$ cat src/rtl/ychc_pkg.sv
// ----------------------------------------------------------------------------
// ychc_pkg
// shared types and constants of the ycbcr to hsv color classifier
// ----------------------------------------------------------------------------
package ychc_pkg;

  // default number of fraction bits of hue, saturation and value
  localparam int HSV_FRACTION_BITS = 4;

  // configuration port
  localparam int CFG_IDX_W  = 3;
  localparam int CFG_DATA_W = 9;

  localparam logic [CFG_IDX_W-1:0] CFG_HUE_LOW  = 3'd0;
  localparam logic [CFG_IDX_W-1:0] CFG_HUE_HIGH = 3'd1;
  localparam logic [CFG_IDX_W-1:0] CFG_SAT_LOW  = 3'd2;
  localparam logic [CFG_IDX_W-1:0] CFG_SAT_HIGH = 3'd3;
  localparam logic [CFG_IDX_W-1:0] CFG_VAL_LOW  = 3'd4;
  localparam logic [CFG_IDX_W-1:0] CFG_VAL_HIGH = 3'd5;

  localparam logic [8:0] HUE_LOW_RST  = 9'd190;
  localparam logic [8:0] HUE_HIGH_RST = 9'd250;
  localparam logic [6:0] SAT_LOW_RST  = 7'd39;
  localparam logic [6:0] SAT_HIGH_RST = 7'd100;
  localparam logic [6:0] VAL_LOW_RST  = 7'd32;
  localparam logic [6:0] VAL_HIGH_RST = 7'd100;

  // color conversion coefficients, 16 fraction bits
  localparam logic signed [18:0] K_Y   = 19'sd76309;
  localparam logic signed [18:0] K_RCR = 19'sd104597;
  localparam logic signed [18:0] K_GCB = 19'sd25664;
  localparam logic signed [18:0] K_GCR = 19'sd53268;
  localparam logic signed [18:0] K_BCB = 19'sd132201;
  localparam logic signed [29:0] HALF16 = 30'sd32768;

  typedef struct packed {
    logic [7:0] luma;
    logic [7:0] blue_diff;
    logic [7:0] red_diff;
  } pix_in_t;

  typedef struct packed {
    logic        in_range;
    logic [12:0] hue;
    logic [10:0] saturation;
    logic [10:0] brightness;
  } pix_out_t;

endpackage

$ cat src/rtl/ycbcr_hsv_color_classifier_unit.sv
// ----------------------------------------------------------------------------
// ycbcr_hsv_color_classifier_unit
// studio-range ycbcr pixel to hsv with a configurable color window test
// ----------------------------------------------------------------------------
// usage
//   input channel: in_valid_i / in_ready_o carry one pixel (Y, Cb, Cr) per
//   transaction. output channel: out_valid_o / out_ready_i carry hue,
//   saturation, value and the in_range flag, one transaction per pixel.
//   configuration: cfg_we_i with cfg_index_i / cfg_data_i writes one bound
//   register per cycle; write only while no pixel is in flight.
//   throughput: one pixel per clock while the skid register is empty.
//   path from input transaction to output valid: input register, four
//   compute stages, 7 + HsvFractionBits stages of the two restoring
//   dividers (hue, saturation, one quotient bit per stage) and the output
//   register; value divides by 255 through a reciprocal multiply delayed
//   to line up with the dividers.
//   stall: the whole pipeline advances on a single enable; a result that is
//   not taken drops into a skid register, and the pipeline holds only while
//   that skid register is full, so nothing is lost or repeated.
//   reset: clears all valid bits and the skid register and loads the default
//   bounds; there is no clearing pass.
// ----------------------------------------------------------------------------
module ycbcr_hsv_color_classifier_unit #(
  parameter int HsvFractionBits = ychc_pkg::HSV_FRACTION_BITS
) (
  input  logic                                clk_i,
  input  logic                                rst_ni,
  input  logic                                in_valid_i,
  output logic                                in_ready_o,
  input  ychc_pkg::pix_in_t                   in_data_i,
  output logic                                out_valid_o,
  input  logic                                out_ready_i,
  output ychc_pkg::pix_out_t                  out_data_o,
  input  logic                                cfg_we_i,
  input  logic [ychc_pkg::CFG_IDX_W-1:0]      cfg_index_i,
  input  logic [ychc_pkg::CFG_DATA_W-1:0]     cfg_data_i
);
  import ychc_pkg::*;

  localparam int F   = HsvFractionBits;
  localparam int NW  = 15 + F;          // numerator width of every divider
  localparam int QW  = 7 + F;           // quotient width, holds up to 120 * 2^F
  localparam int HW  = 9 + F;           // full hue width, below 512 * 2^F
  localparam int HueMaxI  = 360 * (1 << F) - 1;
  localparam int HueFullI = 360 * (1 << F);
  // value / 255 as a reciprocal multiply, exact for every NW-bit numerator
  localparam int     VShift = NW + 8;
  localparam longint VRecip = ((longint'(1) << VShift) + 254) / 255;
  localparam int     PW     = 2 * NW + 1;

  // bound registers
  logic [8:0] hue_low_q, hue_high_q;
  logic [6:0] sat_low_q, sat_high_q, val_low_q, val_high_q;

  always_ff @(posedge clk_i or negedge rst_ni) begin
    if (!rst_ni) begin
      hue_low_q  <= HUE_LOW_RST;
      hue_high_q <= HUE_HIGH_RST;
      sat_low_q  <= SAT_LOW_RST;
      sat_high_q <= SAT_HIGH_RST;
      val_low_q  <= VAL_LOW_RST;
      val_high_q <= VAL_HIGH_RST;
    end else if (cfg_we_i) begin
      case (cfg_index_i)
        CFG_HUE_LOW:  hue_low_q  <= cfg_data_i;
        CFG_HUE_HIGH: hue_high_q <= cfg_data_i;
        CFG_SAT_LOW:  sat_low_q  <= cfg_data_i[6:0];
        CFG_SAT_HIGH: sat_high_q <= cfg_data_i[6:0];
        CFG_VAL_LOW:  val_low_q  <= cfg_data_i[6:0];
        CFG_VAL_HIGH: val_high_q <= cfg_data_i[6:0];
        default: ;
      endcase
    end
  end

  // single pipeline enable: hold only while the skid register is full
  logic skid_vld_q;
  logic en;
  assign en         = !skid_vld_q;
  assign in_ready_o = en;

  // stage 0: input register
  logic    vld0_q;
  pix_in_t pix0_q;

  // stage 1: coefficient products
  logic              vld1_q;
  logic signed [27:0] ty_q, tr_q, tgb_q, tgr_q, tb_q;
  logic signed [8:0]  y_s, cb_s, cr_s;

  assign y_s  = $signed({1'b0, pix0_q.luma}) - 9'sd16;
  assign cb_s = $signed({1'b0, pix0_q.blue_diff}) - 9'sd128;
  assign cr_s = $signed({1'b0, pix0_q.red_diff}) - 9'sd128;

  // stage 2: rounded and clamped rgb
  logic       vld2_q;
  logic [7:0] r_q, g_q, b_q;
  logic signed [29:0] acc_r, acc_g, acc_b;

  assign acc_r = 30'(ty_q) + 30'(tr_q) + HALF16;
  assign acc_g = 30'(ty_q) - 30'(tgb_q) - 30'(tgr_q) + HALF16;
  assign acc_b = 30'(ty_q) + 30'(tb_q) + HALF16;

  function automatic logic [7:0] clamp8(logic signed [29:0] acc);
    logic [7:0] res;
    if (acc < 0) res = 8'd0;
    else if (acc[29:24] != '0) res = 8'd255;
    else res = acc[23:16];
    return res;
  endfunction

  // stage 3: max, delta and hue sector
  logic       vld3_q;
  logic [7:0] mx_q, d3_q;
  logic [8:0] n3_q, base3_q;
  logic       gray3_q;
  logic [7:0] mx_c, mn_c, d_c;
  logic [8:0] n_c, base_c;

  always_comb begin
    mx_c = r_q;
    mn_c = r_q;
    if (g_q > mx_c) mx_c = g_q;
    if (b_q > mx_c) mx_c = b_q;
    if (g_q < mn_c) mn_c = g_q;
    if (b_q < mn_c) mn_c = b_q;
    d_c = mx_c - mn_c;
    // hue = base * 2^F + floor(60 * 2^F * n / d), n in 0 .. 2d
    if (r_q == mx_c) begin
      if (g_q >= b_q) begin
        base_c = 9'd0;
        n_c    = 9'(g_q) - 9'(b_q);
      end else begin
        base_c = 9'd300;
        n_c    = 9'(d_c) + 9'(g_q) - 9'(b_q);
      end
    end else if (g_q == mx_c) begin
      base_c = 9'd60;
      n_c    = 9'(d_c) + 9'(b_q) - 9'(r_q);
    end else begin
      base_c = 9'd180;
      n_c    = 9'(d_c) + 9'(r_q) - 9'(g_q);
    end
  end

  // stage 4: divider numerators
  logic          vld4_q;
  logic [NW-1:0] hnum_q, snum_q, vnum_q;
  logic [7:0]    d4_q;
  logic [7:0]    mx4_q;   // saturation divides by max
  logic [8:0]    base4_q;
  logic          gray4_q;

  // divider stages, side data carried alongside
  logic       dvld_q  [QW];
  logic [8:0] dbase_q [QW];
  logic       dgray_q [QW];
  logic [QW-1:0] dval_q [QW];
  logic [QW-1:0] q_hue, q_sat, q_val;
  logic [PW-1:0] vprod;

  ychc_div #(.NW(NW), .DW(8), .QW(QW)) u_div_hue (
    .clk_i (clk_i), .en_i (en), .num_i (hnum_q), .den_i (d4_q), .quo_o (q_hue)
  );
  ychc_div #(.NW(NW), .DW(8), .QW(QW)) u_div_sat (
    .clk_i (clk_i), .en_i (en), .num_i (snum_q), .den_i (mx4_q), .quo_o (q_sat)
  );

  // value quotient by reciprocal, then delayed to the divider outputs
  assign vprod = PW'(vnum_q) * PW'(VRecip);
  assign q_val = dval_q[QW-1];

  // final stage: hue assembly and window test
  logic [HW-1:0] hue_sum, hue_full;
  logic          hue_ok, sat_ok, val_ok;
  logic [QW-1:0] sat_c;
  logic [HW-1:0] hlo, hhi;
  logic [QW-1:0] slo, shi, vlo, vhi;

  assign hlo = HW'(hue_low_q) << F;
  assign hhi = HW'(hue_high_q) << F;
  assign slo = QW'(sat_low_q) << F;
  assign shi = QW'(sat_high_q) << F;
  assign vlo = QW'(val_low_q) << F;
  assign vhi = QW'(val_high_q) << F;

  always_comb begin
    hue_sum = (HW'(dbase_q[QW-1]) << F) + HW'(q_hue);
    if (dgray_q[QW-1]) hue_full = '0;
    else if (hue_sum > HW'(HueMaxI)) hue_full = HW'(HueMaxI);
    else hue_full = hue_sum;
    sat_c = dgray_q[QW-1] ? '0 : q_sat;
    if (hue_high_q < hue_low_q)
      hue_ok = (hue_full >= hlo && 32'(hue_full) <= HueFullI) || (hue_full <= hhi);
    else
      hue_ok = hue_full >= hlo && hue_full <= hhi;
    sat_ok = sat_c >= slo && sat_c <= shi;
    val_ok = q_val >= vlo && q_val <= vhi;
  end

  logic     vldo_q;
  pix_out_t out_q, skid_q;

  // valid bits
  always_ff @(posedge clk_i or negedge rst_ni) begin
    if (!rst_ni) begin
      vld0_q <= 1'b0;
      vld1_q <= 1'b0;
      vld2_q <= 1'b0;
      vld3_q <= 1'b0;
      vld4_q <= 1'b0;
      for (int k = 0; k < QW; k++) dvld_q[k] <= 1'b0;
      vldo_q     <= 1'b0;
      skid_vld_q <= 1'b0;
    end else begin
      if (en) begin
        vld0_q <= in_valid_i;
        vld1_q <= vld0_q;
        vld2_q <= vld1_q;
        vld3_q <= vld2_q;
        vld4_q <= vld3_q;
        dvld_q[0] <= vld4_q;
        for (int k = 1; k < QW; k++) dvld_q[k] <= dvld_q[k-1];
        vldo_q <= dvld_q[QW-1];
        // a result not taken this cycle moves aside
        if (vldo_q && !out_ready_i) skid_vld_q <= 1'b1;
      end else if (out_ready_i) begin
        skid_vld_q <= 1'b0;
      end
    end
  end

  // payload
  always_ff @(posedge clk_i) begin
    if (en) begin
      pix0_q <= in_data_i;

      ty_q  <= 28'(K_Y)   * 28'(y_s);
      tr_q  <= 28'(K_RCR) * 28'(cr_s);
      tgb_q <= 28'(K_GCB) * 28'(cb_s);
      tgr_q <= 28'(K_GCR) * 28'(cr_s);
      tb_q  <= 28'(K_BCB) * 28'(cb_s);

      r_q <= clamp8(acc_r);
      g_q <= clamp8(acc_g);
      b_q <= clamp8(acc_b);

      mx_q    <= mx_c;
      d3_q    <= d_c;
      n3_q    <= n_c;
      base3_q <= base_c;
      gray3_q <= (d_c == 8'd0);

      hnum_q  <= (NW'(n3_q) * NW'(60)) << F;
      snum_q  <= (NW'(d3_q) * NW'(100)) << F;
      vnum_q  <= (NW'(mx_q) * NW'(100)) << F;
      d4_q    <= d3_q;
      mx4_q   <= mx_q;
      base4_q <= base3_q;
      gray4_q <= gray3_q;

      dbase_q[0] <= base4_q;
      dgray_q[0] <= gray4_q;
      dval_q[0]  <= QW'(vprod >> VShift);
      for (int k = 1; k < QW; k++) begin
        dbase_q[k] <= dbase_q[k-1];
        dgray_q[k] <= dgray_q[k-1];
        dval_q[k]  <= dval_q[k-1];
      end

      out_q.in_range   <= hue_ok && sat_ok && val_ok;
      out_q.hue        <= 13'(hue_full);
      out_q.saturation <= 11'(sat_c);
      out_q.brightness <= 11'(q_val);

      if (vldo_q && !out_ready_i) skid_q <= out_q;
    end
  end

  assign out_valid_o = skid_vld_q || vldo_q;
  assign out_data_o  = skid_vld_q ? skid_q : out_q;

endmodule

$ cat src/rtl/ychc_div.sv
// ----------------------------------------------------------------------------
// ychc_div
// pipelined restoring divider, one quotient bit per stage
// ----------------------------------------------------------------------------
module ychc_div #(
  parameter int NW = 19,
  parameter int DW = 8,
  parameter int QW = 11
) (
  input  logic          clk_i,
  input  logic          en_i,
  input  logic [NW-1:0] num_i,
  input  logic [DW-1:0] den_i,
  output logic [QW-1:0] quo_o
);
  localparam int TW = NW + QW + DW;

  logic [NW-1:0] rem_q [QW];
  logic [DW-1:0] den_q [QW];
  logic [QW-1:0] quo_q [QW];

  for (genvar j = 0; j < QW; j++) begin : g_stage
    logic [NW-1:0] rem_in;
    logic [DW-1:0] den_in;
    logic [QW-1:0] quo_in;
    logic [TW-1:0] trial;
    logic          take;

    if (j == 0) begin : g_first
      assign rem_in = num_i;
      assign den_in = den_i;
      assign quo_in = '0;
    end else begin : g_next
      assign rem_in = rem_q[j-1];
      assign den_in = den_q[j-1];
      assign quo_in = quo_q[j-1];
    end

    // shifted divisor for quotient bit QW-1-j
    assign trial = TW'(den_in) << (QW - 1 - j);
    assign take  = TW'(rem_in) >= trial;

    always_ff @(posedge clk_i) begin
      if (en_i) begin
        rem_q[j] <= take ? NW'(TW'(rem_in) - trial) : rem_in;
        den_q[j] <= den_in;
        quo_q[j] <= quo_in | (QW'(take) << (QW - 1 - j));
      end
    end
  end

  assign quo_o = quo_q[QW-1];

endmodule

$ cat config.mk
export PLATFORM = sky130hd
export DESIGN_NAME = ycbcr_hsv_color_classifier_unit
export DESIGN_NICKNAME = d
export VERILOG_FILES = /design/src/rtl/ychc_pkg.sv /design/src/rtl/ycbcr_hsv_color_classifier_unit.sv /design/src/rtl/ychc_div.sv
export SDC_FILE = /design/constraint.sdc
export NUM_CORES = 2
export LEC_CHECK = 0
export ABC_AREA = 0
export BUFFER_PORTS_ARGS = -buffer_cell sky130_fd_sc_hd__buf_2
export CAP_MARGIN = 20
export CORE_MARGIN = 4
export CORE_UTILIZATION = 50
export CTS_CLUSTER_DIAMETER = 50
export CTS_CLUSTER_SIZE = 12
export DETAILED_ROUTE_END_ITERATION = 16
export GPL_TIMING_DRIVEN = 0
export HOLD_SLACK_MARGIN = 0.1
export PLACE_DENSITY = 0.69
export SYNTH_ARGS = -nofsm -noshare
export SYNTH_HDL_FRONTEND = slang
export SYNTH_SLANG_ARGS = --single-unit
$ cat constraint.sdc
create_clock -name clk_i -period 38.8 [get_ports clk_i]
set_input_delay 0 -clock clk_i [delete_from_list [all_inputs] [get_ports clk_i]]
set_output_delay 0 -clock clk_i [all_outputs]
set_load 0.02 [all_outputs]
==> out/qor.yml <==
cts_resized: 0
r2r-end: "n3_q[8]$_DFFE_PN_"
r2r_cells: 34
cts_tree: "yes"
yosys_warnings: 0
worst_path_most_repeated_cell: "a21oi_1"
initial_core_util: 0.5056
fmax_mhz: 109.8
rr_startpoint: "r_q[1]$_SDFFCE_PP0N_"
tightest_slew_ns: 1.031
path_max_fanout: 10
finalNetCount: 6928
clkTransAtPathRegs_ns: 0.06
rows: 134
endpoint_kind: "flip-flop"
core-area_mm2: 0.1340
synth_cells: 5496
required_ns: 39.25
syn_avg_cell_area_um2: 12.32
detail_route.wl_per_cell_um: 15.69
die_area_mm2: 0.1414
cp-start-kind: "flip-flop"
min_to: "skid_q[14]$_DFFE_PP_"
place_congestion: 0.8826
r2r_slack_ns: 29.69
slowest_delay_ns: 0.68
fillers: 10730
slew_viol_final: 0
min_path_cells: 3
first_global_vias: 41260
firstDrtPassIters: 5
hold_path.class: "primary input to flip-flop"
io_buffers: 77
yosysUniqueCellTypes: 96
fin_crit_ns: 9.106
antenna_found_initial: 0
path_delay_family: "compound AO/OA/AOI/OAI gates"
overflow: 0
ios: 79
path_class: "flip-flop to flip-flop"
synth_top_area_share: 0.4806
drive_gt1_frac: 0.07643
synth_nets: 6617
cts_buffers: 136
clk_latency_ns: 0.77
synth-edff-count: 1084
dp_slack_ns: 29.83
clk_path_buf_depth: 3
slew_headroom: 0.3099
grt_pass1_wl_um: 200700
status: "finished clean"
num_antenna_cells: 0
remaining_drc_errors: 0
cts.sinks: 1148
mostFrequentLayoutCell: "edfxtp_1"
drtAntennaViolNets: 0
finalSetupViolations: 0
dp_hpwl_um: 90170
fin_crit_sh: 0.2347
yosys.area.top_type: "edfxtp_1"
final_util: 0.5660
setup_tns_ns: 0
ys_ff_latch: 1148
grt_usage: 0.1723
cts_setup_buffers: 0
drt-total-wl_um: 120200
final_cell_mix: "1084 x edfxtp_1, 906 x ha_1, 743 x inv_1, 311 x a21oi_1, 281 x nor2_1"
maxCapViolations: 0
die_y_um: 376.1
report.final.hold_viol_count: 0
num_vias: 40160
area_growth_pct: 11.94
cts_root_buffer: "clkbuf_16"
drt-initial-drc-count: 1936
ys_top_cells_by_area: "edfxtp_1 48%, ha_1 17%, fa_1 5.1%, inv_1 4.1%, xnor2_1 3.1%"
ys_seq_area_frac: 0.5046
synthFlopType: "edfxtp_1"
worst_slack_ns: 29.69
crit_arrival_ns: 9.56
critPathSlowestCell: "xnor2_1"
fin_skew_ns: 0.06269
min_from: "out_ready_i"
grt_start_max_net_pins: 145
netlist_area_mm2: 0.06773
cts.htree.levels: 4
crit_buf_inv: 5
vias_per_cell: 5.245
die_w_um: 376.1
cts_hold_buf: 85
rsz0062_at_grt: "false"
async_flop_share: 0.05575
[worst max-delay path by stage]
stage	depth (start not counted)	endpoint	start
after floorplan	3	b_q[0]$_SDFFCE_PP0N_	skid_vld_q$_DFF_PN0_
after global placement	4	in_ready_o	skid_vld_q$_DFF_PN0_
after detailed placement	39	n3_q[8]$_DFFE_PN_	r_q[1]$_SDFFCE_PP0N_
after CTS	39	n3_q[8]$_DFFE_PN_	r_q[1]$_SDFFCE_PP0N_
after global routing	39	n3_q[8]$_DFFE_PN_	r_q[1]$_SDFFCE_PP0N_
final	34	n3_q[8]$_DFFE_PN_	r_q[1]$_SDFFCE_PP0N_
[per-layer routing]
metal | global-route usage | vias up | wire, um
met3 | 0.02782 | 215 | 3933
li1 | - | 20250 | -
met2 | 0.3071 | 494 | 60490
met4 | 0.05287 | 0 | 3148
met5 | 0 | - | 0
met1 | 0.2156 | 19190 | 52580
[cell usage after synthesis, drive strengths merged, types with 11 or more instances]
master	n
nand3	54
o21a	36
nand4	40
xnor2	239
or4	18
o31ai	33
ha	906
or2	15
a31oi	20
a21o	124
nor2b	89
xor2	125
nor2	282
dfrtp	41
fa	174
dfstp	23
clkbuf	47
nor3b	11
inv	745
nor4	40
a221oi	16
or3	21
nand2b	97
mux2i	42
and2	39
o21ai	224
nor3	85
mux2	88
o21bai	61
a21boi	13
and3	19
nand2	204
a21oi	312
a211oi	21
edfxtp	1084
[worst reg2reg max path, delay by kind of cell, from the launching register on]
| kind | cells | cell delay [ns] |
|---|---|---|
| AO/OA/AOI/OAI | 13 | 2.71 |
| XOR/XNOR | 2 | 0.84 |
| adder cells (fa/ha/maj) | 6 | 2.23 |
| buffers and inverters | 5 | 1.54 |
| flip-flops | 1 | 0.53 |
| multiplexers | 1 | 0.10 |
| AND/OR/NAND/NOR | 7 | 0.89 |
[flip-flops by register name, summed over array words and instances (netlist names), 13 cells and up]
name             flops
tgb_q               16
pix0_q              24
tb_q                28
tgr_q               20
dval_q             121
dbase_q             55
u_div_sat.den_q     80
u_div_hue.rem_q    145
ty_q                27
skid_q              36
u_div_sat.rem_q    136
u_div_sat.quo_q     66
u_div_hue.quo_q     66
hnum_q              13
tr_q                27
out_q               36
u_div_hue.den_q     80
[cell families (layout without fill, tap and decap cells)]
family	count (synthesis)	in the layout	share of synthesized area
xor+xnor	364	364	0.04707
simple gates	1051	1051	0.07917
fa+ha+maj	1082	1082	0.2191
buf+inv	801	1193	0.04481
flops	1148	1148	0.5046
mux	130	130	0.02084
compound gates	920	920	0.08440
[stage by stage]
step	hold WS [ns]	area, um^2	cells
CTS	0.1298	75820	7656
detailed placement	0.1478	70610	7352
global route	0.1648	75820	7656
global placement	0.1713	70330	7341
floorplan	-0.2956	67740	5496
finish	0.1957	75820	7656
[area by class of cell]
| type | instances | area (um^2) | area share |
|---|---|---|---|
| well taps | 1768 | 2212 | 0.02917 |
| multi-input cells | 3547 | 30530 | 0.4026 |
| flip-flops and latches | 1148 | 34180 | 0.4508 |
| repair buffers | 173 | 1509 | 0.01990 |
| clock inverters | 58 | 769.5 | 0.01015 |
| inverters | 748 | 2815 | 0.03713 |
| clock buffers | 161 | 3578 | 0.04719 |
| plain buffers | 53 | 227.7 | 0.003003 |
Power is left out: the tool's default activity adds up to more than one toggle a clock period on the data nets, which glitch-free logic cannot reach.
